**config.mk**
```make
export PLATFORM = sky130hd
export DESIGN_NAME = rc_command_parser_motor_drive_flat
export DESIGN_NICKNAME = d
export VERILOG_FILES = /design/src/rtl/rcmd_pkg.sv /design/src/rtl/rcmd_if.sv /design/src/rtl/rcmd_ctrl.sv /design/src/rtl/rcmd_dp.sv /design/src/rtl/rc_command_parser_motor_drive.sv /design/src/flat_wrapper.sv
export SDC_FILE = /design/constraint.sdc
export NUM_CORES = 2
export LEC_CHECK = 0
export BUFFER_PORTS_ARGS = -buffer_cell sky130_fd_sc_hd__clkbuf_2
export CORE_ASPECT_RATIO = 0.6
export CORE_MARGIN = 1
export CORE_UTILIZATION = 45
export CTS_BUF_LIST = sky130_fd_sc_hd__clkbuf_16
export CTS_CLUSTER_SIZE = 20
export DETAILED_ROUTE_END_ITERATION = 12
export GPL_ROUTABILITY_DRIVEN = 0
export GPL_TIMING_DRIVEN = 1
export PLACE_DENSITY = 0.71
export SYNTH_ARGS = -nofsm -noshare
export SYNTH_HDL_FRONTEND = slang
export SYNTH_SLANG_ARGS = --single-unit
```
**constraint.sdc**
```tcl
create_clock -name clk -period 16.1 [get_ports clk]
set_input_delay 0 -clock clk [delete_from_list [all_inputs] [get_ports clk]]
set_output_delay 0 -clock clk [all_outputs]
set_load 0.1 [all_outputs]
```
**src/rtl/rcmd_pkg.sv**
```systemverilog
// Shared types, constants and helpers of the command parser and motor drive.
`timescale 1ns / 1ps
package rcmd_pkg;
	localparam int LineBufDefault = 128;
	localparam logic [15:0] GainReset = 16'd5243;
	localparam logic [20:0] BandReset = 21'd131072;
	localparam logic [13:0] ServoCentre = 14'd1228;
	localparam logic [1:0] CMD_BYTE = 2'd0;
	localparam logic [1:0] CMD_TICK = 2'd1;
	localparam logic [1:0] CMD_CLOSE = 2'd2;
	localparam logic [3:0] BRIDGE_FWD = 4'b1001;
	localparam logic [3:0] BRIDGE_REV = 4'b0110;
	localparam logic [3:0] BRIDGE_OFF = 4'b0000;
	localparam logic [15:0] NumMax = 16'd32767;
	localparam int ServoSteps = 81;

	typedef enum logic [2:0] {
		PH_LETTER, PH_COLON, PH_LEAD, PH_SIGN, PH_DIGITS, PH_STOP
	} phase_t;

	typedef struct packed {
		logic start;
		logic byte_step;
		logic line_end;
		logic close;
		logic tick_a;
		logic tick_b;
		logic tick_c;
		logic tick_d;
		logic tick_e;
	} dp_cmd_t;

	typedef struct packed {
		logic servo_flag;
		logic speed_flag;
	} dp_stat_t;

	// Servo duty for a clamped angle of -40..40 (index angle+40).
	function automatic logic [13:0] servo_of(input logic [6:0] idx);
		int a;
		int p;
		a = int'(idx) - 40;
		p = 1500 + (a * 1000) / 90;
		return 14'((p * 16384) / 20000);
	endfunction

	function automatic logic [ServoSteps*14-1:0] servo_table();
		logic [ServoSteps*14-1:0] t;
		t = '0;
		for (int i = 0; i < ServoSteps; i++)
			t[i*14 +: 14] = servo_of(7'(i));
		return t;
	endfunction

	localparam logic [ServoSteps*14-1:0] ServoTable = servo_table();
endpackage

```
**src/rtl/rcmd_if.sv**
```systemverilog
// Valid/ready channel interfaces for requests and results.
`timescale 1ns / 1ps
interface rcmd_in_if;
	logic valid;
	logic ready;
	logic [1:0] cmd;
	logic [7:0] data_byte;
	modport source (output valid, cmd, data_byte, input ready);
	modport sink (input valid, cmd, data_byte, output ready);
endinterface

interface rcmd_out_if;
	logic valid;
	logic ready;
	logic [13:0] servo_duty;
	logic servo_updated;
	logic [7:0] motor_duty;
	logic [3:0] bridge_pins;
	logic speed_updated;
	modport source (output valid, servo_duty, servo_updated, motor_duty, bridge_pins,
		speed_updated, input ready);
	modport sink (input valid, servo_duty, servo_updated, motor_duty, bridge_pins,
		speed_updated, output ready);
endinterface

```
**src/rtl/rcmd_ctrl.sv**
```systemverilog
// Controller state machine sequencing requests through the datapath.
`timescale 1ns / 1ps
module rcmd_ctrl (
	input logic clk,
	input logic arst_n,
	input logic in_valid,
	input logic [1:0] in_cmd,
	input logic [7:0] in_byte,
	output logic in_ready,
	output logic out_valid,
	input logic out_ready,
	output rcmd_pkg::dp_cmd_t dp_cmd
);
	import rcmd_pkg::*;
	typedef enum logic [2:0] {S_IDLE, S_T1, S_T2, S_T3, S_T4, S_OUT} state_t;
	state_t state_q;
	logic take;

	assign in_ready = (state_q == S_IDLE) || (state_q == S_OUT && out_ready);
	assign out_valid = state_q == S_OUT;
	assign take = in_valid && in_ready;

	always_comb begin
		dp_cmd = '0;
		if (take) begin
			dp_cmd.start = 1'b1;
			dp_cmd.byte_step = in_cmd == CMD_BYTE && in_byte != 8'h0A && in_byte != 8'h0D;
			dp_cmd.line_end = in_cmd == CMD_BYTE && (in_byte == 8'h0A || in_byte == 8'h0D);
			dp_cmd.close = in_cmd == CMD_CLOSE;
			dp_cmd.tick_a = in_cmd == CMD_TICK;
		end
		dp_cmd.tick_b = state_q == S_T1;
		dp_cmd.tick_c = state_q == S_T2;
		dp_cmd.tick_d = state_q == S_T3;
		dp_cmd.tick_e = state_q == S_T4;
	end

	always_ff @(posedge clk or negedge arst_n) begin
		if (!arst_n) begin
			state_q <= S_IDLE;
		end else begin
			unique case (state_q)
				S_IDLE, S_OUT: begin
					if (take) begin
						state_q <= (in_cmd == CMD_TICK) ? S_T1 : S_OUT;
					end else if (state_q == S_OUT && out_ready) begin
						state_q <= S_IDLE;
					end
				end
				S_T1: state_q <= S_T2;
				S_T2: state_q <= S_T3;
				S_T3: state_q <= S_T4;
				S_T4: state_q <= S_OUT;
				default: state_q <= S_IDLE;
			endcase
		end
	end
endmodule

```
**src/rtl/rcmd_dp.sv**
```systemverilog
// Datapath: line parser, servo and target registers, two-stage speed filter.
`timescale 1ns / 1ps
module rcmd_dp #(
	parameter int LINE_BUF = rcmd_pkg::LineBufDefault
) (
	input logic clk,
	input logic arst_n,
	input rcmd_pkg::dp_cmd_t dp_cmd,
	input logic [7:0] in_byte,
	input logic [15:0] gain,
	input logic [20:0] band,
	output rcmd_pkg::dp_stat_t stat,
	output logic [13:0] servo_duty,
	output logic [7:0] motor_duty,
	output logic [3:0] bridge_pins
);
	import rcmd_pkg::*;
	localparam int LW = $clog2(LINE_BUF);

	logic [LW-1:0] len_q;
	phase_t phase_q;
	logic [2:0] done_q;
	logic [15:0] acc_q;
	logic neg_q;
	logic signed [15:0] val_q [4];
	logic signed [15:0] target_q;
	logic signed [33:0] s1_q, s2_q;
	logic signed [34:0] diff_c;
	logic signed [51:0] prod_q;
	logic [13:0] servo_q;
	logic [7:0] drive_q;
	logic [3:0] bridge_q;
	logic servo_flag_q, speed_flag_q;

	logic is_dig, is_blank;
	logic [3:0] dig;
	logic [19:0] acc_next;
	logic [7:0] letter;
	logic signed [15:0] fin_val;
	logic [2:0] done_fin;
	logic signed [15:0] v0, v1, v2, v3;
	logic signed [7:0] ac, bc, net;
	logic signed [23:0] tprod;
	logic signed [15:0] tsat;
	logic [6:0] sidx;
	logic signed [33:0] step_v;
	logic [33:0] mag;
	logic [43:0] dprod;

	assign is_dig = in_byte >= 8'h30 && in_byte <= 8'h39;
	assign is_blank = in_byte == 8'h20 || in_byte == 8'h09 || in_byte == 8'h0B || in_byte == 8'h0C;
	assign dig = 4'(in_byte - 8'h30);
	assign acc_next = {4'd0, acc_q} * 20'd10 + {16'd0, dig};
	assign fin_val = neg_q ? -$signed(acc_q) : $signed(acc_q);
	assign done_fin = (done_q < 3'd4) ? done_q + 3'd1 : done_q;

	always_comb begin
		case (done_q[1:0])
			2'd0: letter = 8'h53;
			2'd1: letter = 8'h47;
			2'd2: letter = 8'h41;
			default: letter = 8'h42;
		endcase
	end

	// Values as seen at line end, including a pending field.
	always_comb begin
		v0 = val_q[0]; v1 = val_q[1]; v2 = val_q[2]; v3 = val_q[3];
		if (phase_q == PH_DIGITS) begin
			case (done_q[1:0])
				2'd0: v0 = fin_val;
				2'd1: v1 = fin_val;
				2'd2: v2 = fin_val;
				default: v3 = fin_val;
			endcase
		end
	end

	assign ac = (v2 < 0) ? 8'sd0 : (v2 > 100) ? 8'sd100 : 8'(v2);
	assign bc = (v3 < 0) ? 8'sd0 : (v3 > 100) ? 8'sd100 : 8'(v3);
	assign net = (ac > bc) ? ac - bc : 8'sd0;
	assign tprod = 24'(net) * 24'(v1);
	assign tsat = (tprod > 24'sd32767) ? 16'sd32767 :
		(tprod < -24'sd32767) ? -16'sd32767 : tprod[15:0];
	assign sidx = (v0 < -40) ? 7'd0 : (v0 > 40) ? 7'd80 : 7'(v0 + 16'sd40);

	assign diff_c = dp_cmd.tick_a ? 35'($signed({target_q, 16'd0})) - 35'(s1_q) :
		35'(s1_q) - 35'(s2_q);
	assign step_v = 34'(prod_q >>> 16);
	assign mag = s2_q[33] ? 34'(-s2_q) : s2_q;
	assign dprod = 44'(mag) * 44'd653;

	always_ff @(posedge clk) begin
		if (dp_cmd.tick_a || dp_cmd.tick_c)
			prod_q <= 52'($signed({1'b0, gain})) * 52'(diff_c);
	end

	always_ff @(posedge clk or negedge arst_n) begin
		if (!arst_n) begin
			len_q <= '0;
			phase_q <= PH_LETTER;
			done_q <= '0;
			acc_q <= '0;
			neg_q <= 1'b0;
			for (int i = 0; i < 4; i++) val_q[i] <= '0;
			target_q <= '0;
			s1_q <= '0;
			s2_q <= '0;
			servo_q <= ServoCentre;
			drive_q <= '0;
			bridge_q <= BRIDGE_OFF;
			servo_flag_q <= 1'b0;
			speed_flag_q <= 1'b0;
		end else begin
			if (dp_cmd.start) begin
				servo_flag_q <= 1'b0;
				speed_flag_q <= 1'b0;
			end
			if (dp_cmd.close) begin
				target_q <= '0;
				speed_flag_q <= 1'b1;
			end
			if (dp_cmd.line_end && len_q != '0) begin
				if (phase_q == PH_DIGITS) val_q[done_q[1:0]] <= fin_val;
				if ((phase_q == PH_DIGITS ? done_fin : done_q) >= 3'd1) begin
					servo_q <= ServoTable[int'(sidx) * 14 +: 14];
					servo_flag_q <= 1'b1;
				end
				if ((phase_q == PH_DIGITS ? done_fin : done_q) >= 3'd4) begin
					target_q <= tsat;
					speed_flag_q <= 1'b1;
				end
				len_q <= '0;
				phase_q <= PH_LETTER;
				done_q <= '0;
				acc_q <= '0;
				neg_q <= 1'b0;
			end
			if (dp_cmd.byte_step && len_q < LW'(LINE_BUF - 1)) begin
				len_q <= len_q + 1'b1;
				if (in_byte == 8'h00) begin
					if (phase_q == PH_DIGITS) begin
						val_q[done_q[1:0]] <= fin_val;
						done_q <= done_fin;
						acc_q <= '0;
						neg_q <= 1'b0;
					end
					phase_q <= PH_STOP;
				end else begin
					unique case (phase_q)
						PH_LETTER: phase_q <= (done_q < 3'd4 && in_byte == letter) ?
							PH_COLON : PH_STOP;
						PH_COLON: begin
							if (in_byte == 8'h3A) begin
								phase_q <= PH_LEAD;
								acc_q <= '0;
								neg_q <= 1'b0;
							end else phase_q <= PH_STOP;
						end
						PH_LEAD: begin
							if (is_blank) begin
							end else if (in_byte == 8'h2B || in_byte == 8'h2D) begin
								neg_q <= in_byte == 8'h2D;
								phase_q <= PH_SIGN;
							end else if (is_dig) begin
								acc_q <= {12'd0, dig};
								phase_q <= PH_DIGITS;
							end else phase_q <= PH_STOP;
						end
						PH_SIGN: begin
							if (is_dig) begin
								acc_q <= {12'd0, dig};
								phase_q <= PH_DIGITS;
							end else phase_q <= PH_STOP;
						end
						PH_DIGITS: begin
							if (is_dig) begin
								acc_q <= (acc_next > 20'(NumMax)) ? NumMax : acc_next[15:0];
							end else begin
								val_q[done_q[1:0]] <= fin_val;
								done_q <= done_fin;
								acc_q <= '0;
								neg_q <= 1'b0;
								phase_q <= (done_fin < 3'd4 && in_byte == 8'h2C) ?
									PH_LETTER : PH_STOP;
							end
						end
						default: phase_q <= PH_STOP;
					endcase
				end
			end
			if (dp_cmd.tick_b) s1_q <= s1_q + step_v;
			if (dp_cmd.tick_d) s2_q <= s2_q + step_v;
			if (dp_cmd.tick_e) begin
				if (s2_q > $signed({13'd0, band})) begin
					bridge_q <= BRIDGE_FWD;
					drive_q <= (dprod[43:24] > 20'd255) ? 8'd255 : dprod[31:24];
				end else if (s2_q < -$signed({13'd0, band})) begin
					bridge_q <= BRIDGE_REV;
					drive_q <= (dprod[43:24] > 20'd255) ? 8'd255 : dprod[31:24];
				end else begin
					bridge_q <= BRIDGE_OFF;
					drive_q <= '0;
				end
			end
		end
	end

	assign stat.servo_flag = servo_flag_q;
	assign stat.speed_flag = speed_flag_q;
	assign servo_duty = servo_q;
	assign motor_duty = drive_q;
	assign bridge_pins = bridge_q;
endmodule

```
**src/rtl/rc_command_parser_motor_drive.sv**
```systemverilog
// Top level of the RC command parser and motor drive.
// Sequencing: byte, close and unknown requests give a result in the cycle after acceptance; a
// tick passes through two gain multiplies, two filter updates and the bridge before its result.
// Throughput: one request per cycle for non-tick requests while results are taken; no request
// is taken while a tick is in progress; both filter stages share the 17x35 gain multiplier.
// Reset (arst_n low) clears parser, filters and outputs, servo to centre, registers to defaults.
`timescale 1ns / 1ps
module rc_command_parser_motor_drive #(
	parameter int LINE_BUF = rcmd_pkg::LineBufDefault
) (
	input logic clk,
	input logic arst_n,
	rcmd_in_if.sink in_ch,
	rcmd_out_if.source out_ch,
	input logic psel,
	input logic penable,
	input logic pwrite,
	input logic [2:0] paddr,
	input logic [31:0] pwdata,
	output logic [31:0] prdata,
	output logic pready
);
	import rcmd_pkg::*;
	localparam logic [2:0] ADDR_GAIN = 3'd0;
	localparam logic [2:0] ADDR_BAND = 3'd4;

	logic [15:0] gain_q;
	logic [20:0] band_q;
	dp_cmd_t dp_cmd;
	dp_stat_t stat;

	assign pready = 1'b1;
	always_ff @(posedge clk or negedge arst_n) begin
		if (!arst_n) begin
			gain_q <= GainReset;
			band_q <= BandReset;
		end else if (psel && penable && pwrite) begin
			unique case (paddr)
				ADDR_GAIN: gain_q <= pwdata[15:0];
				ADDR_BAND: band_q <= pwdata[20:0];
				default: ;
			endcase
		end
	end
	always_comb begin
		unique case (paddr)
			ADDR_GAIN: prdata = {16'd0, gain_q};
			ADDR_BAND: prdata = {11'd0, band_q};
			default: prdata = '0;
		endcase
	end

	rcmd_ctrl u_ctrl (
		.clk, .arst_n,
		.in_valid(in_ch.valid), .in_cmd(in_ch.cmd), .in_byte(in_ch.data_byte),
		.in_ready(in_ch.ready), .out_valid(out_ch.valid), .out_ready(out_ch.ready),
		.dp_cmd
	);

	rcmd_dp #(.LINE_BUF(LINE_BUF)) u_dp (
		.clk, .arst_n, .dp_cmd, .in_byte(in_ch.data_byte),
		.gain(gain_q), .band(band_q), .stat,
		.servo_duty(out_ch.servo_duty), .motor_duty(out_ch.motor_duty),
		.bridge_pins(out_ch.bridge_pins)
	);
	assign out_ch.servo_updated = stat.servo_flag;
	assign out_ch.speed_updated = stat.speed_flag;

	a_one_cmd: assert property (@(posedge clk) disable iff (!arst_n)
		$onehot0({dp_cmd.byte_step, dp_cmd.line_end, dp_cmd.close, dp_cmd.tick_a}))
		else $error("more than one datapath command");
	a_busy_tick: assert property (@(posedge clk) disable iff (!arst_n)
		dp_cmd.tick_a |=> !in_ch.ready && !out_ch.valid)
		else $error("accepting during tick");
	a_bridge: assert property (@(posedge clk) disable iff (!arst_n)
		out_ch.bridge_pins == BRIDGE_OFF |-> out_ch.motor_duty == 8'd0)
		else $error("duty while bridge off");
endmodule
```
**src/flat_wrapper.sv**
```systemverilog
// flat-port wrapper written by rule: the top's interface ports become plain ports
module rc_command_parser_motor_drive_flat import rcmd_pkg::*;
#(
	parameter int LINE_BUF = rcmd_pkg::LineBufDefault
)
  (clk, arst_n, psel, penable, pwrite, paddr, pwdata, prdata, pready, in_ch_valid, in_ch_cmd, in_ch_data_byte, in_ch_ready, out_ch_valid, out_ch_servo_duty, out_ch_servo_updated, out_ch_motor_duty, out_ch_bridge_pins, out_ch_speed_updated, out_ch_ready);
  rcmd_in_if in_ch_i ();
  rcmd_out_if out_ch_i ();
  input logic clk;
  input logic arst_n;
  input logic psel;
  input logic penable;
  input logic pwrite;
  input logic [2:0] paddr;
  input logic [31:0] pwdata;
  output logic [31:0] prdata;
  output logic pready;
  input wire logic [$bits(in_ch_i.valid)-1:0] in_ch_valid;
  input wire logic [$bits(in_ch_i.cmd)-1:0] in_ch_cmd;
  input wire logic [$bits(in_ch_i.data_byte)-1:0] in_ch_data_byte;
  output wire logic [$bits(in_ch_i.ready)-1:0] in_ch_ready;
  output wire logic [$bits(out_ch_i.valid)-1:0] out_ch_valid;
  output wire logic [$bits(out_ch_i.servo_duty)-1:0] out_ch_servo_duty;
  output wire logic [$bits(out_ch_i.servo_updated)-1:0] out_ch_servo_updated;
  output wire logic [$bits(out_ch_i.motor_duty)-1:0] out_ch_motor_duty;
  output wire logic [$bits(out_ch_i.bridge_pins)-1:0] out_ch_bridge_pins;
  output wire logic [$bits(out_ch_i.speed_updated)-1:0] out_ch_speed_updated;
  input wire logic [$bits(out_ch_i.ready)-1:0] out_ch_ready;
  assign in_ch_i.valid = in_ch_valid;
  assign in_ch_i.cmd = in_ch_cmd;
  assign in_ch_i.data_byte = in_ch_data_byte;
  assign in_ch_ready = in_ch_i.ready;
  assign out_ch_valid = out_ch_i.valid;
  assign out_ch_servo_duty = out_ch_i.servo_duty;
  assign out_ch_servo_updated = out_ch_i.servo_updated;
  assign out_ch_motor_duty = out_ch_i.motor_duty;
  assign out_ch_bridge_pins = out_ch_i.bridge_pins;
  assign out_ch_speed_updated = out_ch_i.speed_updated;
  assign out_ch_i.ready = out_ch_ready;
  rc_command_parser_motor_drive #(.LINE_BUF(LINE_BUF)) u_core (.clk(clk), .arst_n(arst_n), .in_ch(in_ch_i), .out_ch(out_ch_i), .psel(psel), .penable(penable), .pwrite(pwrite), .paddr(paddr), .pwdata(pwdata), .prdata(prdata), .pready(pready));
endmodule
```
==> summary.md <==
| Metric | Value |
|---|---|
| Result of the run | `finished, violations left` |
| Failing checks | `hold timing` |
| Post-Syn Area per Cell | `8.602 µm²` |
| End of the worst register-to-register path | `u_core.u_dp.target_q[1]` |
| First-pass GRT wire length | `241200 µm` |
| Area of the die | `around 120000 µm²` |
| Initial antenna violation count | `4` |
| CTS Sinks | `275` |
| Min Tclk post-route | `13230 ps` |
| Number of instances in the synthesized netlist | `6106` |
| Via count of the first global-routing pass | `roughly 43000` |
| Vert. Die Dim | `around 270 µm` |
| Maximum fanout along the worst path | `12` |
| Number of placement rows | `96` |
| Cell type of the slowest stage on the worst timing path | `sky130_fd_sc_hd__o21bai_1` |
| Clock slew seen by the registers of the worst setup and hold paths | `70 ps` |
| Most prevalent standard cell on the critical path | `sky130_fd_sc_hd__a21o_1` |
| Pin count of the biggest net entering global routing | `109` |
| DR vias | `44320` |
| Grt ovf | `0` |
| Buf/Inv on CP | `3` |
| Transition time at the pin with the least slew margin | `1391 ps` |
| Overall routed net length | `150400 µm` |
| TritonCTS clock tree | `built` |
| Buffer depth of the longest clock path | `3` |
| WL/cell | `19.72 µm` |
| Nature of the critical path endpoint | `flop` |
| Top delay family on crit path | `simple AND/OR/NAND/NOR gates` |
| Start of the worst register-to-register path | `u_core.u_dp.acc_q[1]` |
| Max-capacitance violation count | `0` |
| Setup slack of the worst register-to-register path | `2870 ps` |
| Cells taking the most area after synthesis | `sky130_fd_sc_hd__fa_1, sky130_fd_sc_hd__ha_1, sky130_fd_sc_hd__dfrtp_1, sky130_fd_sc_hd__inv_1, sky130_fd_sc_hd__nand2_1` |
| Detailed-route vias per instance | `5.813` |
| Number of synthesized register bits | `275` |
| Number of hold-slack violations in the final timing report | `8` |
| Clock network latency to the later pin of the worst-skew pair | `610 ps` |
| GRT Util Overall | `25.52%` |
| Layout cell share with drive strength beyond 1 | `5.393%` |
| Sequential-to-total area share from yosys stat | `between 10% and 20%` |
| Number of enable flip-flop cells after synthesis | `34` |
| Number of CTS-inserted buffers | `31` |
| Effective utilization at floorplan | `45.69%` |
| Final-layout fill cell count | `10720` |
| CTS hold repair buffers | `35` |
| Cell type with the largest total area after synthesis | `sky130_fd_sc_hd__fa_1` |
| Critical Path Max Stage Delay | `800 ps` |
| Startpoint class of the critical path | `flop` |
| Number of top-level pins | `115` |
| Number of post-CTS setup repair buffers | `0` |
| Most common cell after layout, fill and taps aside | `sky130_fd_sc_hd__inv_1` |
| Final worst clock skew | `24.03 ps` |
| Number of DRC violations after detailed-routing iteration 0 | `4913` |
| CP Data Required Time | `16620 ps` |
| Util after Layout | `48.61%` |
| Final number of setup-violating endpoints | `0` |
| Post-DP HPWL | `120600 µm` |
| Aggregate negative setup slack | `0 ps` |
| Max Transition Viols Final | `0` |
| Die X | `443.1 µm` |
| Core footprint | `~110000 µm²` |
| Number of buffers added on ports | `88` |
| Synth unique cells | `approximately 110` |
| Primary flip-flop cell chosen by synthesis mapping | `sky130_fd_sc_hd__dfrtp_1` |
| Netlist Area Pre-Place | `between 50000 and 60000 µm²` |
| Final Hold Slack | `-11.55 ps` |
| Launching instance or port of the critical path | `u_core.u_dp.acc_q[1]` |
| Detailed-route DRC error count | `0` |
| Max-slew headroom at the worst pin | `6.635%` |
| Area overhead of the layout relative to synthesis | `6.394%` |
| Path category of the worst min-delay check | `in -> async` |
| Number of cells in the finished layout apart from fillers | `7623` |
| Commonest cells after routing, fill and taps aside | `sky130_fd_sc_hd__inv_1, sky130_fd_sc_hd__nand2_1, sky130_fd_sc_hd__fa_1, sky130_fd_sc_hd__ha_1, sky130_fd_sc_hd__nor2_1` |
| Ratio of final minimum period to clock period | `82.17%` |
| Proportion of netlist area held by the largest area contributor | `27.10%` |
| Unrepaired setup endpoints after global routing | `false` |
| Root buffer cell | `sky130_fd_sc_hd__clkbuf_16` |
| Cell count of the worst reg-to-reg path | `37` |
| Placed cell count | `~7500` |
| H-tree level count | `1` |
| Asr flop ratio synth | `about 88%` |
| Start-to-end type of the worst setup path | `reg -> reg` |
| Upper clock frequency limit | `75.59 MHz` |
| Worst EP arrival | `13750 ps` |
| Yosys warning count | `0` |
| Final ANT Viol Nets | `0` |
| Number of cells upsized or downsized after cts | `0` |
| Final Net Count | `7433` |
| Pre-antenna DRT Iters | `9` |
-- cells by family (layout without fill, tap and decap cells) --
| family | Yosys count | in the layout | share of synthesized area, % |
|---|---|---|---|
| AOI/OAI and AO/OA | 1162 | 1162 | 14.39 |
| xor gates and xnor gates | 299 | 299 | 5.036 |
| adders and majority gates | 1304 | 1304 | 41.23 |
| buffers and inverters | 1203 | 1183 | 8.819 |
| DFF | 275 | 275 | 13.46 |
| muxes | 36 | 36 | 0.7862 |
| other | 2 | 20 | 0.01430 |
| and+or+nand+nor | 1825 | 1825 | 16.27 |
-- layout make-up --
cell class              instances  area (µm²)  area share, %
flip-flops and latches        275        7069          12.65
well taps                    1519        1901          3.401
clock inverters                25       284.0         0.5083
repair buffers                189        1296          2.320
inverters                     937        3520          6.299
clock buffers                  32       800.8          1.433
diodes                          3       7.507        0.01343
multi-input cells            4643       41000          73.37
-- synthesized netlist by cell type, types with 34 or more instances --
master / count
sky130_fd_sc_hd__nor2b_1: 43
sky130_fd_sc_hd__nor4_1: 38
sky130_fd_sc_hd__xnor2_1: 200
sky130_fd_sc_hd__nand2_1: 768
sky130_fd_sc_hd__nand3_1: 75
sky130_fd_sc_hd__and3_1: 46
sky130_fd_sc_hd__nor3_1: 77
sky130_fd_sc_hd__and2_1: 212
sky130_fd_sc_hd__a21o_1: 107
sky130_fd_sc_hd__o22ai_1: 49
sky130_fd_sc_hd__a22oi_1: 38
sky130_fd_sc_hd__o21a_1: 41
sky130_fd_sc_hd__o21ai_0: 293
sky130_fd_sc_hd__inv_1: 936
sky130_fd_sc_hd__a21oi_1: 278
sky130_fd_sc_hd__fa_1: 711
sky130_fd_sc_hd__a211oi_1: 40
sky130_fd_sc_hd__edfxtp_1: 34
sky130_fd_sc_hd__nor2_1: 371
sky130_fd_sc_hd__nand4_1: 44
sky130_fd_sc_hd__xor2_1: 97
sky130_fd_sc_hd__nand2b_1: 60
sky130_fd_sc_hd__ha_1: 593
sky130_fd_sc_hd__clkbuf_1: 204
sky130_fd_sc_hd__dfrtp_1: 227
-- per-stage QoR --
step / worst slack [ps] / cell area, µm²
floorplan: 4739 / 52580
global placement: 3946 / 54440
detailed placement: 3471 / 54440
CTS: 3423 / 55870
global route: 2293 / 55870
finish: 2871 / 55880
-- worst register-to-register path: cells and delay by family (launching register included) --
kind | cells | cell delay, ps
AND/OR/NAND/NOR | 11 | 4580
AO/OA/AOI/OAI | 14 | 4220
adder cells (fa/ha/maj) | 7 | 2970
XOR/XNOR | 2 | 610
flip-flops | 1 | 550
buffers and inverters | 3 | 220
-- flip-flops by register name (all words and copies together), names as in the netlist, 16 cells and up --
register              cells
u_core.band_q            21
u_core.gain_q            16
u_core.u_dp.acc_q        16
u_core.u_dp.prod_q       34
u_core.u_dp.s1_q         34
u_core.u_dp.s2_q         34
u_core.u_dp.target_q     16
u_core.u_dp.val_q        64
-- worst max path at each step --
stage / end / slack [ps] / cells past startpoint
final: u_core.u_dp.target_q[1] / 2870 / 37
after global routing: u_core.u_dp.target_q[1] / 2290 / 39
after CTS: u_core.u_dp.target_q[1] / 3420 / 37
after detailed placement: u_core.u_dp.target_q[1] / 3470 / 37
after global placement: u_core.u_dp.target_q[2] / 3950 / 37
after floorplan: u_core.u_dp.prod_q[47] / 4740 / 35
-- routing by layer --
layer  part of all wire [%]  vias up  global-route usage, %
li1                       -    20040                      -
met3                     12      149                  6.723
met4                    1.3        2                  3.360
met5                 0.0086        -                      0
met2                     39     2160                  34.47
met1                     48    21970                  40.66
Power is left out: the tool's default activity adds up to more than one toggle a clock period on the data nets, which glitch-free logic cannot reach.
